**config.mk**
```make
export PLATFORM = sky130hd
export DESIGN_NAME = binned_window_event_counter
export DESIGN_NICKNAME = d
export VERILOG_FILES = /design/src/hw/rtl/bwec_pkg.sv /design/src/hw/rtl/bwec_div.sv /design/src/hw/rtl/bwec_bin_mem.sv /design/src/hw/rtl/binned_window_event_counter.sv
export SDC_FILE = /design/constraint.sdc
export NUM_CORES = 1
export LEC_CHECK = 0
export BUFFER_PORTS_ARGS = -buffer_cell sky130_fd_sc_hd__buf_2
export CORE_MARGIN = 3
export CORE_UTILIZATION = 45
export DETAILED_ROUTE_END_ITERATION = 12
export PLACE_DENSITY = 0.58
export SLEW_MARGIN = 20
export SYNTH_ARGS = -nofsm -noshare
export SYNTH_HDL_FRONTEND = slang
export SYNTH_HIERARCHICAL = 1
export SYNTH_SLANG_ARGS = --single-unit
```
**constraint.sdc**
```tcl
create_clock -name clk -period 9.57 [get_ports clk]
set_input_delay 0 -clock clk [delete_from_list [all_inputs] [get_ports clk]]
set_output_delay 0 -clock clk [all_outputs]
set_load 0.02 [all_outputs]
```
**src/hw/rtl/bwec_pkg.sv**
```systemverilog
// ---------------------------------------------------------------------------
// bwec_pkg
// Shared types and constants of the binned window event counter.
// ---------------------------------------------------------------------------
package bwec_pkg;

	localparam int unsigned TIME_W  = 32;
	localparam int unsigned CNT_W   = 16;
	localparam int unsigned TOT_W   = 40;
	localparam int unsigned FW_W    = 16;
	localparam int unsigned WS_W    = 34;
	localparam int unsigned BLEN_W  = 16;
	localparam int unsigned SPAN_W  = 17;
	localparam int unsigned DIV_W   = 34;
	localparam int unsigned DVS_W   = 17;
	localparam int unsigned DCNT_W  = 6;

	typedef enum logic [3:0] {
		ST_IDLE,
		ST_CDIV,
		ST_CHK,
		ST_CLS,
		ST_RDIV,
		ST_IDIV,
		ST_IWR,
		ST_RADV,
		ST_RRD,
		ST_RFIN,
		ST_DONE
	} state_t;

	typedef struct packed {
		logic             start;
		logic [DIV_W-1:0] dividend;
		logic [DVS_W-1:0] divisor;
	} div_req_t;

	typedef struct packed {
		logic             done;
		logic [DIV_W-1:0] quot;
		logic [DVS_W-1:0] rem;
	} div_rsp_t;

endpackage

```
**src/hw/rtl/bwec_div.sv**
```systemverilog
// ---------------------------------------------------------------------------
// bwec_div
// Restoring serial divider, one quotient bit per cycle.
// ---------------------------------------------------------------------------
module bwec_div (
	input  logic               clk,
	input  logic               arst_n,
	input  bwec_pkg::div_req_t req,
	output bwec_pkg::div_rsp_t rsp
);

	logic [bwec_pkg::DIV_W-1:0]  quo_q;
	logic [bwec_pkg::DVS_W-1:0]  rem_q;
	logic [bwec_pkg::DVS_W-1:0]  dvs_q;
	logic [bwec_pkg::DCNT_W-1:0] cnt_q;
	logic                        busy_q;
	logic                        done_q;
	logic [bwec_pkg::DVS_W:0]    trial;

	assign trial = {rem_q, quo_q[bwec_pkg::DIV_W-1]};

	always_ff @(posedge clk or negedge arst_n) begin
		if (!arst_n) begin
			busy_q <= 1'b0;
			done_q <= 1'b0;
			cnt_q  <= '0;
		end else if (req.start) begin
			busy_q <= 1'b1;
			done_q <= 1'b0;
			cnt_q  <= bwec_pkg::DCNT_W'(bwec_pkg::DIV_W);
		end else begin
			done_q <= busy_q && (cnt_q == bwec_pkg::DCNT_W'(1));
			if (busy_q) begin
				cnt_q <= cnt_q - 1'b1;
				if (cnt_q == bwec_pkg::DCNT_W'(1)) begin
					busy_q <= 1'b0;
				end
			end
		end
	end

	always_ff @(posedge clk) begin
		if (req.start) begin
			quo_q <= req.dividend;
			rem_q <= '0;
			dvs_q <= req.divisor;
		end else if (busy_q) begin
			if (trial >= {1'b0, dvs_q}) begin
				rem_q <= bwec_pkg::DVS_W'(trial - {1'b0, dvs_q});
				quo_q <= {quo_q[bwec_pkg::DIV_W-2:0], 1'b1};
			end else begin
				rem_q <= trial[bwec_pkg::DVS_W-1:0];
				quo_q <= {quo_q[bwec_pkg::DIV_W-2:0], 1'b0};
			end
		end
	end

	assign rsp.done = done_q;
	assign rsp.quot = quo_q;
	assign rsp.rem  = rem_q;

endmodule

```
**src/hw/rtl/bwec_bin_mem.sv**
```systemverilog
// ---------------------------------------------------------------------------
// bwec_bin_mem
// Bin count memory, one write and one registered read port, valid per entry.
// ---------------------------------------------------------------------------
module bwec_bin_mem #(
	parameter int unsigned NUM_BINS = 16
) (
	input  logic                          clk,
	input  logic                          arst_n,
	input  logic                          clr,
	input  logic                          we,
	input  logic [$clog2(NUM_BINS)-1:0]   waddr,
	input  logic [bwec_pkg::CNT_W-1:0]    wdata,
	input  logic                          re,
	input  logic [$clog2(NUM_BINS)-1:0]   raddr,
	output logic [bwec_pkg::CNT_W-1:0]    rdata
);

	logic [bwec_pkg::CNT_W-1:0] mem [NUM_BINS];
	logic [NUM_BINS-1:0]        vld_q;
	logic [bwec_pkg::CNT_W-1:0] rd_q;
	logic                       rv_q;

	always_ff @(posedge clk or negedge arst_n) begin
		if (!arst_n) begin
			vld_q <= '0;
			rv_q  <= 1'b0;
		end else begin
			if (re) begin
				rv_q <= vld_q[raddr];
			end
			if (clr) begin
				vld_q <= we ? (NUM_BINS'(1) << waddr) : '0;
			end else if (we) begin
				vld_q[waddr] <= 1'b1;
			end
		end
	end

	always_ff @(posedge clk) begin
		if (we) begin
			mem[waddr] <= wdata;
		end
		if (re) begin
			rd_q <= mem[raddr];
		end
	end

	assign rdata = rv_q ? rd_q : '0;

endmodule

```
**src/hw/rtl/binned_window_event_counter.sv**
```systemverilog
// ---------------------------------------------------------------------------
// binned_window_event_counter
// Event total over a sliding window kept as a ring of bins in a memory.
// ---------------------------------------------------------------------------
// channel  dir  handshake           payload
// s_       in   s_tvalid/s_tready   tdata: event_time[31:0], event_count[47:32]
// m_       out  m_tvalid/m_tready   tdata: window_total[39:0]
// cfg_     in   cfg_valid/cfg_ready cfg_data: fail_window[15:0]
//
// An early event is not counted; an in-window one adds to its bin after a
// serial divide (34 steps), a far one restarts the window after one, and a
// late one retires a bin per RADV/RRD pass. A register write sets the bin
// length by a reciprocal multiply; it and reset clear the history at once
// (valid bit per bin). A result waits in the output register and the next
// event is taken meanwhile; a finished event holds while the register is full.
// ---------------------------------------------------------------------------
module binned_window_event_counter #(
	parameter int unsigned NUM_BINS = 16
) (
	input  logic        clk,
	input  logic        arst_n,
	input  logic        s_tvalid,
	output logic        s_tready,
	input  logic [47:0] s_tdata,   // event_time[31:0], event_count[47:32]
	output logic        m_tvalid,
	input  logic        m_tready,
	output logic [39:0] m_tdata,   // window_total[39:0]
	input  logic        cfg_valid,
	output logic        cfg_ready,
	input  logic [15:0] cfg_data
);

	localparam int unsigned IW     = $clog2(NUM_BINS);
	localparam int unsigned RCP_W  = bwec_pkg::SPAN_W + 2;
	localparam int unsigned PROD_W = bwec_pkg::SPAN_W + RCP_W;
	localparam int unsigned RCP_SH = bwec_pkg::SPAN_W + IW;
	localparam int unsigned RCP    = ((1 << RCP_SH) + NUM_BINS - 1) / NUM_BINS;

	bwec_pkg::state_t state_q, state_d;
	bwec_pkg::div_req_t div_req;
	bwec_pkg::div_rsp_t div_rsp;

	logic [bwec_pkg::BLEN_W-1:0]  blen_q;
	logic [bwec_pkg::SPAN_W-1:0]  span_q;
	logic [bwec_pkg::SPAN_W-1:0]  dvd_q;
	logic signed [bwec_pkg::WS_W-1:0] ws_q;
	logic [bwec_pkg::TIME_W-1:0]  last_q;
	logic [IW-1:0]                cur_q;
	logic [IW-1:0]                idx_q;
	logic [bwec_pkg::TOT_W-1:0]   tot_q;
	logic [bwec_pkg::TIME_W-1:0]  t_q;
	logic [bwec_pkg::CNT_W-1:0]   n_q;
	logic                         m_valid_q;
	logic [bwec_pkg::TOT_W-1:0]   m_data_q;

	logic signed [35:0] t_x, ws_x, span_x, blen_x, rem_x, wend_x;
	logic [IW-1:0]      cur_next;
	logic [IW:0]        idx_sum, idx_fix;
	logic               early, far, in_span, more;
	logic               cfg_acc, s_acc, m_load;
	logic [PROD_W-1:0]  blen_prod, blen_quo;

	logic               mem_clr, mem_we, mem_re;
	logic [IW-1:0]      mem_waddr, mem_raddr;
	logic [bwec_pkg::CNT_W-1:0] mem_wdata, mem_rdata;

	assign t_x    = $signed({4'b0, t_q});
	assign ws_x   = $signed({{2{ws_q[bwec_pkg::WS_W-1]}}, ws_q});
	assign span_x = $signed({19'b0, span_q});
	assign blen_x = $signed({20'b0, blen_q});
	assign rem_x  = $signed({19'b0, div_rsp.rem});
	assign wend_x = ws_x + span_x;

	assign early   = t_x < ws_x;
	assign far     = {1'b0, t_q} > ({1'b0, last_q} + {16'b0, span_q});
	assign in_span = t_x < wend_x;
	assign more    = wend_x < t_x;

	assign blen_prod = {{RCP_W{1'b0}}, dvd_q} * {{bwec_pkg::SPAN_W{1'b0}}, RCP_W'(RCP)};
	assign blen_quo  = blen_prod >> RCP_SH;

	assign cur_next = (cur_q == IW'(NUM_BINS - 1)) ? '0 : cur_q + 1'b1;
	assign idx_sum  = {1'b0, div_rsp.quot[IW-1:0]} + (IW+1)'(1) + {1'b0, cur_q};
	assign idx_fix  = (idx_sum >= (IW+1)'(NUM_BINS)) ? idx_sum - (IW+1)'(NUM_BINS)
	                                                 : idx_sum;

	assign s_tready  = (state_q == bwec_pkg::ST_IDLE) && !cfg_valid;
	assign cfg_ready = (state_q == bwec_pkg::ST_IDLE);
	assign cfg_acc   = cfg_valid && cfg_ready;
	assign s_acc     = s_tvalid && s_tready;
	assign m_load    = (state_q == bwec_pkg::ST_DONE) && (!m_valid_q || m_tready);

	always_ff @(posedge clk or negedge arst_n) begin
		if (!arst_n) begin
			state_q <= bwec_pkg::ST_IDLE;
		end else begin
			state_q <= state_d;
		end
	end

	always_comb begin
		state_d          = state_q;
		div_req.start    = 1'b0;
		div_req.dividend = bwec_pkg::DIV_W'({t_q});
		div_req.divisor  = {1'b0, blen_q};
		mem_clr          = 1'b0;
		mem_we           = 1'b0;
		mem_waddr        = cur_q;
		mem_wdata        = n_q;
		mem_re           = 1'b0;
		mem_raddr        = cur_next;
		unique case (state_q)
			bwec_pkg::ST_IDLE: begin
				if (cfg_acc) begin
					mem_clr = 1'b1;
					state_d = bwec_pkg::ST_CDIV;
				end else if (s_acc) begin
					state_d = bwec_pkg::ST_CHK;
				end
			end
			bwec_pkg::ST_CDIV: begin
				state_d = bwec_pkg::ST_IDLE;
			end
			bwec_pkg::ST_CHK: begin
				if (early) begin
					state_d = bwec_pkg::ST_DONE;
				end else if (far) begin
					div_req.start = 1'b1;
					state_d       = bwec_pkg::ST_RDIV;
				end else begin
					state_d = bwec_pkg::ST_CLS;
				end
			end
			bwec_pkg::ST_CLS: begin
				if (in_span) begin
					div_req.start    = 1'b1;
					div_req.dividend = bwec_pkg::DIV_W'(t_x - ws_x);
					state_d          = bwec_pkg::ST_IDIV;
				end else begin
					state_d = bwec_pkg::ST_RADV;
				end
			end
			bwec_pkg::ST_RDIV: begin
				if (div_rsp.done) begin
					mem_clr   = 1'b1;
					mem_we    = 1'b1;
					mem_waddr = '0;
					state_d   = bwec_pkg::ST_DONE;
				end
			end
			bwec_pkg::ST_IDIV: begin
				if (div_rsp.done) begin
					mem_re    = 1'b1;
					mem_raddr = idx_fix[IW-1:0];
					state_d   = bwec_pkg::ST_IWR;
				end
			end
			bwec_pkg::ST_IWR: begin
				mem_we    = 1'b1;
				mem_waddr = idx_q;
				mem_wdata = mem_rdata + n_q;
				state_d   = bwec_pkg::ST_DONE;
			end
			bwec_pkg::ST_RADV: begin
				mem_re  = 1'b1;
				state_d = bwec_pkg::ST_RRD;
			end
			bwec_pkg::ST_RRD: begin
				if (more) begin
					mem_we    = 1'b1;
					mem_wdata = '0;
					state_d   = bwec_pkg::ST_RADV;
				end else begin
					state_d = bwec_pkg::ST_RFIN;
				end
			end
			bwec_pkg::ST_RFIN: begin
				mem_we  = 1'b1;
				state_d = bwec_pkg::ST_DONE;
			end
			bwec_pkg::ST_DONE: begin
				if (m_load) begin
					state_d = bwec_pkg::ST_IDLE;
				end
			end
			default: begin
				state_d = bwec_pkg::ST_IDLE;
			end
		endcase
	end

	always_ff @(posedge clk or negedge arst_n) begin
		if (!arst_n) begin
			blen_q    <= bwec_pkg::BLEN_W'(1);
			span_q    <= bwec_pkg::SPAN_W'(NUM_BINS);
			ws_q      <= '0;
			last_q    <= '0;
			cur_q     <= '0;
			tot_q     <= '0;
			m_valid_q <= 1'b0;
		end else begin
			if (m_load) begin
				m_valid_q <= 1'b1;
			end else if (m_tready) begin
				m_valid_q <= 1'b0;
			end
			case (state_q)
				bwec_pkg::ST_IDLE: begin
					if (cfg_acc) begin
						ws_q   <= '0;
						last_q <= '0;
						cur_q  <= '0;
						tot_q  <= '0;
					end
				end
				bwec_pkg::ST_CDIV: begin
					blen_q <= blen_quo[bwec_pkg::BLEN_W-1:0];
					span_q <= bwec_pkg::SPAN_W'(blen_quo[bwec_pkg::BLEN_W-1:0] *
					          bwec_pkg::SPAN_W'(NUM_BINS));
				end
				bwec_pkg::ST_RDIV: begin
					if (div_rsp.done) begin
						ws_q   <= bwec_pkg::WS_W'(t_x + blen_x - rem_x - span_x);
						last_q <= t_q;
						cur_q  <= '0;
						tot_q  <= bwec_pkg::TOT_W'(n_q);
					end
				end
				bwec_pkg::ST_IWR, bwec_pkg::ST_RFIN: begin
					tot_q <= tot_q + bwec_pkg::TOT_W'(n_q);
					if (last_q < t_q) begin
						last_q <= t_q;
					end
				end
				bwec_pkg::ST_RADV: begin
					ws_q  <= ws_q + $signed({18'b0, blen_q});
					cur_q <= cur_next;
				end
				bwec_pkg::ST_RRD: begin
					tot_q <= tot_q - bwec_pkg::TOT_W'(mem_rdata);
				end
				default: begin
				end
			endcase
		end
	end

	always_ff @(posedge clk) begin
		if (cfg_acc) begin
			dvd_q <= {1'b0, cfg_data} + bwec_pkg::SPAN_W'(NUM_BINS);
		end
		if (s_acc) begin
			t_q <= s_tdata[31:0];
			n_q <= s_tdata[47:32];
		end
		if ((state_q == bwec_pkg::ST_IDIV) && div_rsp.done) begin
			idx_q <= idx_fix[IW-1:0];
		end
		if (m_load) begin
			m_data_q <= tot_q;
		end
	end

	assign m_tvalid = m_valid_q;
	assign m_tdata  = m_data_q;

	bwec_div u_div (
		.clk    (clk),
		.arst_n (arst_n),
		.req    (div_req),
		.rsp    (div_rsp)
	);

	bwec_bin_mem #(
		.NUM_BINS (NUM_BINS)
	) u_mem (
		.clk    (clk),
		.arst_n (arst_n),
		.clr    (mem_clr),
		.we     (mem_we),
		.waddr  (mem_waddr),
		.wdata  (mem_wdata),
		.re     (mem_re),
		.raddr  (mem_raddr),
		.rdata  (mem_rdata)
	);

endmodule

```
==> impl_metrics.ini, run 1 <==
[setup_path]
path_class = flip-flop to flip-flop
path_cells = inv_1, fa_1, and2b_1, o2111ai_1, nand3_2, a211oi_1, or3_1, nor3_1, xnor2_1, ha_1, a21oi_1, o21ai_0, or4b_1, nor4_1, o21bai_1, or4b_1, o211a_1, nor2_2, or3_1, or3b_2, nor2_1, buf_4
reg2regPathDepth = 22
crit_cells = 22
crit_required_ns = 9.87
critPathCapture = u_mem/mem[5][8]
cp_top_family = simple AND/OR/NAND/NOR gates
worstReg2RegEnd = u_mem/mem[5][8]
worstPathArrival_ns = 8.20
critPathBufInv = 2
r2r-start = span_q[5]
ff2ff_setup_slack_ns = 1.67
cp_max_fo = 18
cpMaxStageDelayCell = nor2_2
max_stage_delay_ns = 0.84
end_kind = flip-flop
crit_path_start_kind = flip-flop
crit_start = span_q[5]

[cts]
clockBufferDepth = 3
clk_latency_ns = 0.63
hold_buffers = 73
root_buffer = clkbuf_16
cts_max_level = 3
clk_pin_slew_ns = 0.06
cts_setup_buffers = 0
clock-sinks = 598
cts.repair.resized = 0
numCtsBuffers = 70
cts_tree = yes

[logic_synthesis]
ys_seq_area_share_pct = 47.21
ys_ff_latch = 598
synth_edf_count = 428
synth.distinct_cells = 93
ys.warnings.count = 6
async_reset_ff_share_pct = 25.59
ys.flop_type = edfxtp_1
synth_area_sq_um = 36050
synth_area_per_cell_sq_um = 11.31
syn_inst = 3188

[sta]
setup_viol = 0
fin_skew_ns = 0.02972
period_share_pct = 82.52
min_period_ns = 7.897
finalHoldViolCount = 0
setup_ws_ns = 1.673
slew_violations = 0
finalSetupTns_ns = 0
slew_headroom_pct = 27.09
fmax_ghz = 0.1266
rsz0062_at_grt = no
worstMarginPinSlew_ns = 1.092

[global_route]
grt_pass1_vias = 26110
grt_pass1_wl_mm = 155.8
grt_antenna_before_repair = 1
grt_overflow = 0
grt_usage_pct = 24.18
grt_max_degree = 73

[routing]
first_pass_iters = 6
vias = 26307
ant_nets = 0
drc = 0
wl_per_cell_um = 22.34
drt-total-wl_mm = 100.3
viasPerCell = 5.858
drtIter0Drc = 2213

[placed_design]
gp_congestion = 0.9216
dp_slack_ns = 1.811
io_buffers = 107
dp_cells = 4292
hpwlAfterDp_mm = 70.53

[die]
die_w_um = 289.1
die-area_sq_um = 83550
pin_count = 112
rows = 103
die_y_um = 289.1
start_util_pct = 45.56
coreArea_sq_um = 79130

[power]
p_per_area_nw_per_um2 = 341.1
peakVddDrop_mv = 0.2371
p_leak_uw = 0.01681
power.total_uw = 14010

[cells_and_area]
final_nets = 3779
final_common_cell = edfxtp_1
fin_cells = 4491
area.growth.synth_to_final_pct = 13.94
most-common-layout-cells = edfxtp_1 (428), ha_1 (289), nand2_1 (249)
antennaDiodeCount = 0
drive_gt1_share_pct = 12.82
fin_util_pct = 51.92
fillCellCount = 6964

[status]
outcome = complete, no violations

[min_path]
min_path_cells = 2
worstHoldPathType = input pin to flip-flop

[run]
drv_cap = 0
==> worst reg2reg max path, cell delays in order, from the launching register on <==
cell and delay (ns):
dfrtp_1 0.54, inv_1 0.31, fa_1 0.52, and2b_1 0.23, o2111ai_1 0.16, nand3_2 0.15, a211oi_1 0.13, or3_1 0.52
nor3_1 0.29, xnor2_1 0.16, ha_1 0.26, a21oi_1 0.15, o21ai_0 0.20, or4b_1 0.64, nor4_1 0.36, o21bai_1 0.15
or4b_1 0.48, o211a_1 0.19, nor2_2 0.84, or3_1 0.30, or3b_2 0.52, nor2_1 0.12, buf_4 0.31
==> per-stage QoR <==
| step | hold slack, ns | instance area [sq um] |
|---|---|---|
| final | 0.07978 | 41080 |
| after floorplan | -0.2956 | 36060 |
| after CTS | 0.04720 | 41020 |
| after detailed placement | -0.06292 | 37910 |
| after global placement | -0.06550 | 37890 |
| after global routing | 0.06543 | 41080 |
==> layer usage <==
layer,global-route usage [%],vias up,share of wire (%)
met2,37.46,759,45
met4,6.729,0,2.6
met3,3.706,154,5.7
met1,35.42,13013,47
li1,-,12381,-
met5,0,-,0
==> kinds of logic (layout without fill, tap and decap cells) <==
| family | after synthesis | after routing | synth area share, % |
|---|---|---|---|
| DFF | 598 | 598 | 47.22 |
| xor gates and xnor gates | 203 | 203 | 4.931 |
| buffers and inverters | 295 | 545 | 3.342 |
| adders and majority gates | 323 | 323 | 11.92 |
| and+or+nand+nor | 771 | 771 | 10.32 |
| other | 1 | 4 | 0.01040 |
| muxes | 137 | 137 | 6.871 |
| AOI/OAI and AO/OA | 860 | 860 | 15.39 |
==> sequential cells by signal (all words and copies together), names as in the netlist, 17 cells and up <==
| register | count |
|---|---|
| last_q | 32 |
| m_tdata | 40 |
| t_q | 32 |
| tot_q | 40 |
| u_div/dvs_q | 17 |
| u_div/quo_q | 34 |
| u_div/rem_q | 17 |
| u_mem/mem | 256 |
| ws_q | 34 |
==> final cells by class <==
class | instances | area [sq um] | area share (%)
multi-input combinational | 2298 | 18000 | 43.82
clock buffer | 86 | 1822 | 4.435
timing repair buffer | 227 | 1652 | 4.020
tap | 1050 | 1314 | 3.198
clock inverter | 40 | 550.5 | 1.340
inverter | 192 | 720.7 | 1.754
sequential | 598 | 17020 | 41.44
==> how the worst min path moves through the flow <==
stage / startpoint / to
floorplan: arst_n / cur_q[0]
global placement: arst_n / u_mem/vld_q[10]
detailed placement: arst_n / u_mem/vld_q[8]
CTS: s_tdata[27] / t_q[27]
global route: s_tdata[30] / t_q[30]
finish: s_tdata[31] / t_q[31]
==> synth_stat cells, drive strengths merged, types with 10 or more instances <==
master,n,area [sq um]
nor3,61,305.3
dfxtp,17,340.3
inv,190,713.2
o41ai,14,122.6
o211ai,10,75.07
a22o,43,376.6
o31ai,21,157.7
o21ai,218,1091
xnor2,116,1016
a211oi,23,177.7
a21oi,226,1139
ha,289,3616
fa,34,680.7
nor2,166,625.6
a31oi,21,137.6
mux2i,12,120.1
or2,12,75.07
nand3,56,290.3
a221oi,12,105.1
dfrtp,152,3804
nor2b,31,193.9
or3,13,81.33
o21bai,22,165.2
buf,31,211.5
and2,29,181.4
mux2,41,461.7
o21a,24,180.2
xor2,87,762.0
nand2b,35,219.0
nand4,45,281.5
mux4,84,1896
edfxtp,428,12850
o22ai,18,112.6
nand2,250,938.4
clkbuf,72,272.8
a21o,125,938.4
nor4,18,112.6
and3,22,137.6
==> where the power goes <==
group,switching (uW),leakage (uW),internal (uW)
clock network,1140,0.00115,1630
registers,506,0.00604,3450
logic,4310,0.00962,2990
Note: power is estimated with default switching activity, not from simulation.
==> run 2: changes to the inputs <==
--- a/config.mk
+++ b/config.mk
@@ -9,7 +9,7 @@
 export CORE_MARGIN = 3
 export CORE_UTILIZATION = 45
 export DETAILED_ROUTE_END_ITERATION = 12
-export PLACE_DENSITY = 0.58
+export PLACE_DENSITY = 0.6
 export SLEW_MARGIN = 20
 export SYNTH_ARGS = -nofsm -noshare
 export SYNTH_HDL_FRONTEND = slang
==> constraint.sdc (replaced) <==
create_clock -name clk -period 6.6 [get_ports clk]
set_input_delay 0 -clock clk [delete_from_list [all_inputs] [get_ports clk]]
set_output_delay 0 -clock clk [all_outputs]
set_load 0.02 [all_outputs]
==> impl_metrics.ini, run 2 (synthesis results as in run 1) <==
[sta]
period_share_pct = 96.16
fin_skew_ns = 0.04176
fmax_ghz = 0.1576
finalHoldViolCount = 0
finalSetupTns_ns = 0
worstMarginPinSlew_ns = 1.047
rsz0062_at_grt = yes
min_period_ns = 6.347
setup_viol = 0
slew_headroom_pct = 30.18
slew_violations = 0

[setup_path]
cp_max_fo = 30
reg2regPathDepth = 24
crit_start = span_q[4]
ff2ff_setup_slack_ns = 0.25
r2r-start = span_q[4]
critPathCapture = u_div/quo_q[11]
crit_path_start_kind = flip-flop
worstPathArrival_ns = 6.71
end_kind = flip-flop
crit_required_ns = 6.96
worstReg2RegEnd = u_div/quo_q[11]
path_class = flip-flop to flip-flop

[cells_and_area]
most-common-layout-cells = edfxtp_1 (428), ha_1 (289), nand2_1 (249)
area.growth.synth_to_final_pct = 15.25
drive_gt1_share_pct = 14.10
largest-register = u_mem/mem
fin_util_pct = 52.51
final_nets = 3809
largest_register_ffs = 256
fillCellCount = 6862
final_common_cell = edfxtp_1

[die]
die_y_um = 289.1
coreArea_sq_um = 79130
die_w_um = 289.1
die-area_sq_um = 83550
start_util_pct = 45.56
rows = 103
pin_count = 112

[power]
p_int_uw = 11820
switching_share_pct = 42.76
p_per_area_nw_per_um2 = 497.2
peakVddDrop_mv = 0.4162
p_leak_uw = 0.01703
p_clk_share_pct = 19.7
p_sw_uw = 8832
sequentialPowerShare_pct = 27.4
pwr-share-comb_pct = 52.9

[cts]
clk_latency_ns = 0.65
numCtsBuffers = 70
clk_pin_slew_ns = 0.06
clock-sinks = 598
root_buffer = clkbuf_16
cts_max_level = 3
cts_setup_buffers = 0
clockBufferDepth = 3
cts_tree = yes

[global_route]
grt_overflow = 0
grt_pass1_wl_mm = 157.5
grt_pass1_vias = 26638
grt_usage_pct = 24.46
grt_max_degree = 65
grt_antenna_before_repair = 2

[placed_design]
gp_congestion = 0.9359
hpwlAfterDp_mm = 74.56
io_buffers = 107

[run]
drv_cap = 0

[status]
outcome = complete, no violations

[routing]
drt-total-wl_mm = 102.0
viasPerCell = 5.922
first_pass_iters = 6
drc = 0
ant_nets = 0
wl_per_cell_um = 22.55
vias = 26803
drtIter0Drc = 2380

[min_path]
worstHoldPathType = input pin to flip-flop
## run 2: cell types whose count changed in the layout (fill, tap and decap cells not counted), moves of 4 or more
| cell | change |
|---|---|
| nor4_2 | +5 |
| o22ai_2 | -5 |
| clkbuf_8 | +5 |
| nor4_1 | -5 |
| o22ai_1 | +5 |
| buf_4 | +25 |
| buf_12 | +6 |
| clkinv_16 | +4 |
## run 2: critical path, stage by stage (launching register included)
cell and delay (ns):
dfstp_2 0.54, buf_4 0.12, ha_1 0.18, inv_1 0.08, fa_1 0.41, nor2b_1 0.14, o21ai_0 0.11, a21boi_1 0.23
o31a_1 0.25, nand2_1 0.12, and3_1 0.20, nor4_2 0.30, buf_4 0.21, nand2_1 0.07, xor2_1 0.15, ha_1 0.32
nand4_1 0.20, nor4_2 0.42, a211oi_2 0.16, buf_4 0.19, or3_1 0.39, o31ai_4 0.36, buf_4 0.27, buf_12 0.26
mux2_2 0.38
## run 2: worst min path at each step
stage           startpoint          to  slack [ns]  cells past startpoint
4_1_cts        s_tdata[18]     t_q[18]        0.03                      2
2_1_floorplan       arst_n    cur_q[0]       -0.30                      0
6_report       s_tdata[26]     t_q[26]        0.06                      2
3_3_place_gp        arst_n  last_q[23]        0.06                      1
3_5_place_dp        arst_n  last_q[24]        0.06                      1
5_1_grt        s_tdata[14]     t_q[14]        0.05                      2
## run 2: what timing repair did
action                                 CTS  global route
hold buffers                            71             0
endpoints found under the hold margin  117             0
pin swaps                                0             2
resized for setup                        1            22
setup endpoints to repair                4           376
## run 2: final cells by class
class                           instances  area [sq um]  share of cell area [%]
Clock inverter                         41         573.1                   1.379
Multi-Input combinational cell       2298         18050                   43.43
Timing Repair Buffer                  257          1967                   4.734
Tap cell                             1050          1314                   3.162
Clock buffer                           89          1904                   4.583
Inverter                              192         720.7                   1.735
Sequential cell                       598         17020                   40.97
Antenna cell                            1         2.502                0.006023
## run 2: routing by layer
metal | wire length, um | up-vias | GRT usage [%]
met5 | 0 | - | 0
met2 | 45240 | 906 | 37.46
li1 | - | 12431 | -
met1 | 46970 | 13292 | 35.78
met4 | 3164 | 0 | 7.939
met3 | 6677 | 174 | 3.682
## run 2: through the flow
step	hold WS (ns)	power [uW]	instance area [sq um]	setup WS, ns	instances
2_1_floorplan	-0.2956	13370	36090	0.03671	3191
3_3_place_gp	0.05701	16110	38220	0.1262	4324
3_5_place_dp	0.05919	16330	38230	0.04546	4324
4_1_cts	0.02529	20580	41440	0.08022	4525
5_1_grt	0.04870	22090	41550	-0.004350	4525
6_report	0.05980	20660	41550	0.2532	4526
## run 2: power by group through the flow
stage / clock [uW] / sequential [uW] / combinational, uW
detailed placement: 0 / 5720 / 10600
global route: 4320 / 5730 / 12000
finish: 4080 / 5660 / 10900
floorplan: 0 / 5450 / 7920
global placement: 0 / 5700 / 10400
CTS: 4190 / 5650 / 10700
==> run 3: changes to the inputs <==
--- a/config.mk
+++ b/config.mk
@@ -9,7 +9,7 @@
 export CORE_MARGIN = 3
 export CORE_UTILIZATION = 45
 export DETAILED_ROUTE_END_ITERATION = 12
-export PLACE_DENSITY = 0.6
+export PLACE_DENSITY = 0.58
 export SLEW_MARGIN = 20
 export SYNTH_ARGS = -nofsm -noshare
 export SYNTH_HDL_FRONTEND = slang
==> constraint.sdc (replaced) <==
create_clock -name clk -period 7.7 [get_ports clk]
set_input_delay 0 -clock clk [delete_from_list [all_inputs] [get_ports clk]]
set_output_delay 0 -clock clk [all_outputs]
set_load 0.02 [all_outputs]
==> impl_metrics.ini, run 3 (synthesis results as in run 1) <==
[status]
outcome = complete, no violations

[cells_and_area]
largest-register = u_mem/mem
fillCellCount = 6941
final_nets = 3785
final_common_cell = edfxtp_1
drive_gt1_share_pct = 12.81
area.growth.synth_to_final_pct = 14.04
most-common-layout-cells = edfxtp_1 (428), ha_1 (289), nand2_1 (249)
antennaDiodeCount = 0
largest_register_ffs = 256
fin_area_sq_um = 41120

[sta]
slew_headroom_pct = 31.33
rsz0062_at_grt = no
period_share_pct = 92.18
slew_violations = 0
min_period_ns = 7.098
fin_skew_ns = 0.03797
finalHoldViolCount = 0
finalSetupTns_ns = 0
fmax_ghz = 0.1409
setup_viol = 0
worstMarginPinSlew_ns = 1.022
setup_ws_ns = 0.6020

[routing]
drt-total-wl_mm = 101.0
viasPerCell = 5.898
ant_nets = 0
vias = 26543
drtIter0Drc = 2080
drc = 0
first_pass_iters = 5
wl_per_cell_um = 22.44

[setup_path]
worstPathArrival_ns = 7.65
cp_max_fo = 36
end_kind = flip-flop
path_class = flip-flop to flip-flop
crit_required_ns = 8.26
ff2ff_setup_slack_ns = 0.60
crit_path_start_kind = flip-flop

[cts]
numCtsBuffers = 70
clk_pin_slew_ns = 0.06
clk_latency_ns = 0.64
cts_tree = yes
cts_max_level = 3
clock-sinks = 598
cts.repair.resized = 0
root_buffer = clkbuf_16
clockBufferDepth = 3

[placed_design]
gp_congestion = 0.9191
io_buffers = 107
hpwlAfterDp_mm = 71.65
dp_slack_ns = 0.6949
placed_area_sq_um = 37960

[power]
p_sw_uw = 7400
sequentialPowerShare_pct = 28.2
p_clk_share_pct = 19.6
p_per_area_nw_per_um2 = 423.4
switching_share_pct = 42.50
peakVddDrop_mv = 0.2387
pwr-share-comb_pct = 52.2
p_int_uw = 10010
p_leak_uw = 0.01683

[global_route]
grt_pass1_wl_mm = 155.5
grt_antenna_before_repair = 1
grt_pass1_vias = 26348
grt_max_degree = 67
grt_usage_pct = 24.15
grt_overflow = 0

[die]
die_y_um = 289.1
die-area_sq_um = 83550
start_util_pct = 45.56
pin_count = 112
coreArea_sq_um = 79130
rows = 103
die_w_um = 289.1

[min_path]
worstHoldPathType = input pin to asynchronous set/reset pin

[run]
drv_cap = 0
run 3: cell count changes in the layout (fill, tap and decap cells not counted), sizes merged:
| cell | previous run | this run |
|---|---|---|
| buf | 187 | 163 |
| bufinv | 7 | 6 |
| clkbuf | 89 | 99 |
| clkinv | 30 | 22 |
| diode | 1 | 0 |
| dlygate4sd3 | 70 | 69 |
| inv | 192 | 191 |
run 3: repair_timing:
action	CTS	global route
buffers inserted	0	0
endpoints found under the hold margin	129	0
hold buffers	69	0
run 3: final timing paths:
kind / depth (start not counted) / end / start
setup / recovery: 24 / u_div/done_q / span_q[5]
hold / removal: 2 / u_mem/vld_q[12] / arst_n
setup reg to reg: 24 / u_div/done_q / span_q[5]
hold reg to reg: 2 / span_q[16] / dvd_q[16]
max in group asynchronous: 4 / span_q[5] / arst_n
min in group clk: 2 / t_q[7] / s_tdata[7]
run 3: layout make-up:
class | instances | area, sq um | share of cell area (%)
multi-input combinational | 2298 | 17960 | 43.69
sequential | 598 | 17020 | 41.40
clock buffer | 98 | 1938 | 4.714
timing repair buffer | 233 | 1705 | 4.148
tap | 1050 | 1314 | 3.195
inverter | 192 | 720.7 | 1.753
clock inverter | 31 | 452.9 | 1.102
run 3: per-layer routing:
layer	track usage, %	share of wire, %
met4	5.595	1.9
met1	34.62	46
met2	38.41	46
met3	4.264	6.5
met5	0	0
run 3: metrics by stage:
| stage | power [uW] | utilization, % | std cells | hold slack (ns) |
|---|---|---|---|---|
| 2_1_floorplan | 11460 | - | 3191 | -0.2956 |
| 3_3_place_gp | 13620 | 47.98 | 4300 | 0.09222 |
| 3_5_place_dp | 13820 | 47.98 | 4300 | 0.09933 |
| 4_1_cts | 17370 | 51.87 | 4498 | 0.001321 |
| 5_1_grt | 18660 | 51.96 | 4500 | 0.02971 |
| 6_report | 17410 | 51.96 | 4500 | 0.001287 |
run 3: power groups by stage:
| stage | logic (uW) | clock network [uW] | registers (uW) |
|---|---|---|---|
| 4_1_cts | 8980 | 3500 | 4900 |
| 3_5_place_dp | 8870 | 0 | 4960 |
| 3_3_place_gp | 8680 | 0 | 4950 |
| 2_1_floorplan | 6790 | 0 | 4670 |
| 5_1_grt | 10100 | 3630 | 4970 |
| 6_report | 9090 | 3410 | 4910 |
run 3: worst max-delay path, cell delays in order, from the launching register on:
cell	delay [ns]
dfrtp_1	0.51
inv_1	0.28
fa_1	0.53
nor2b_1	0.13
o21ai_0	0.12
a21boi_0	0.30
o31a_1	0.23
nand2_1	0.12
and3_1	0.19
nor4_1	0.47
buf_4	0.25
nand2_1	0.07
xor2_1	0.14
ha_1	0.31
a2111oi_0	0.46
nand2_1	0.21
a211oi_1	0.26
o21ai_0	0.13
a211oi_1	0.63
or3_1	0.29
o31ai_4	0.11
buf_12	0.21
or4b_2	0.68
nor3_1	0.20
and2_1	0.16
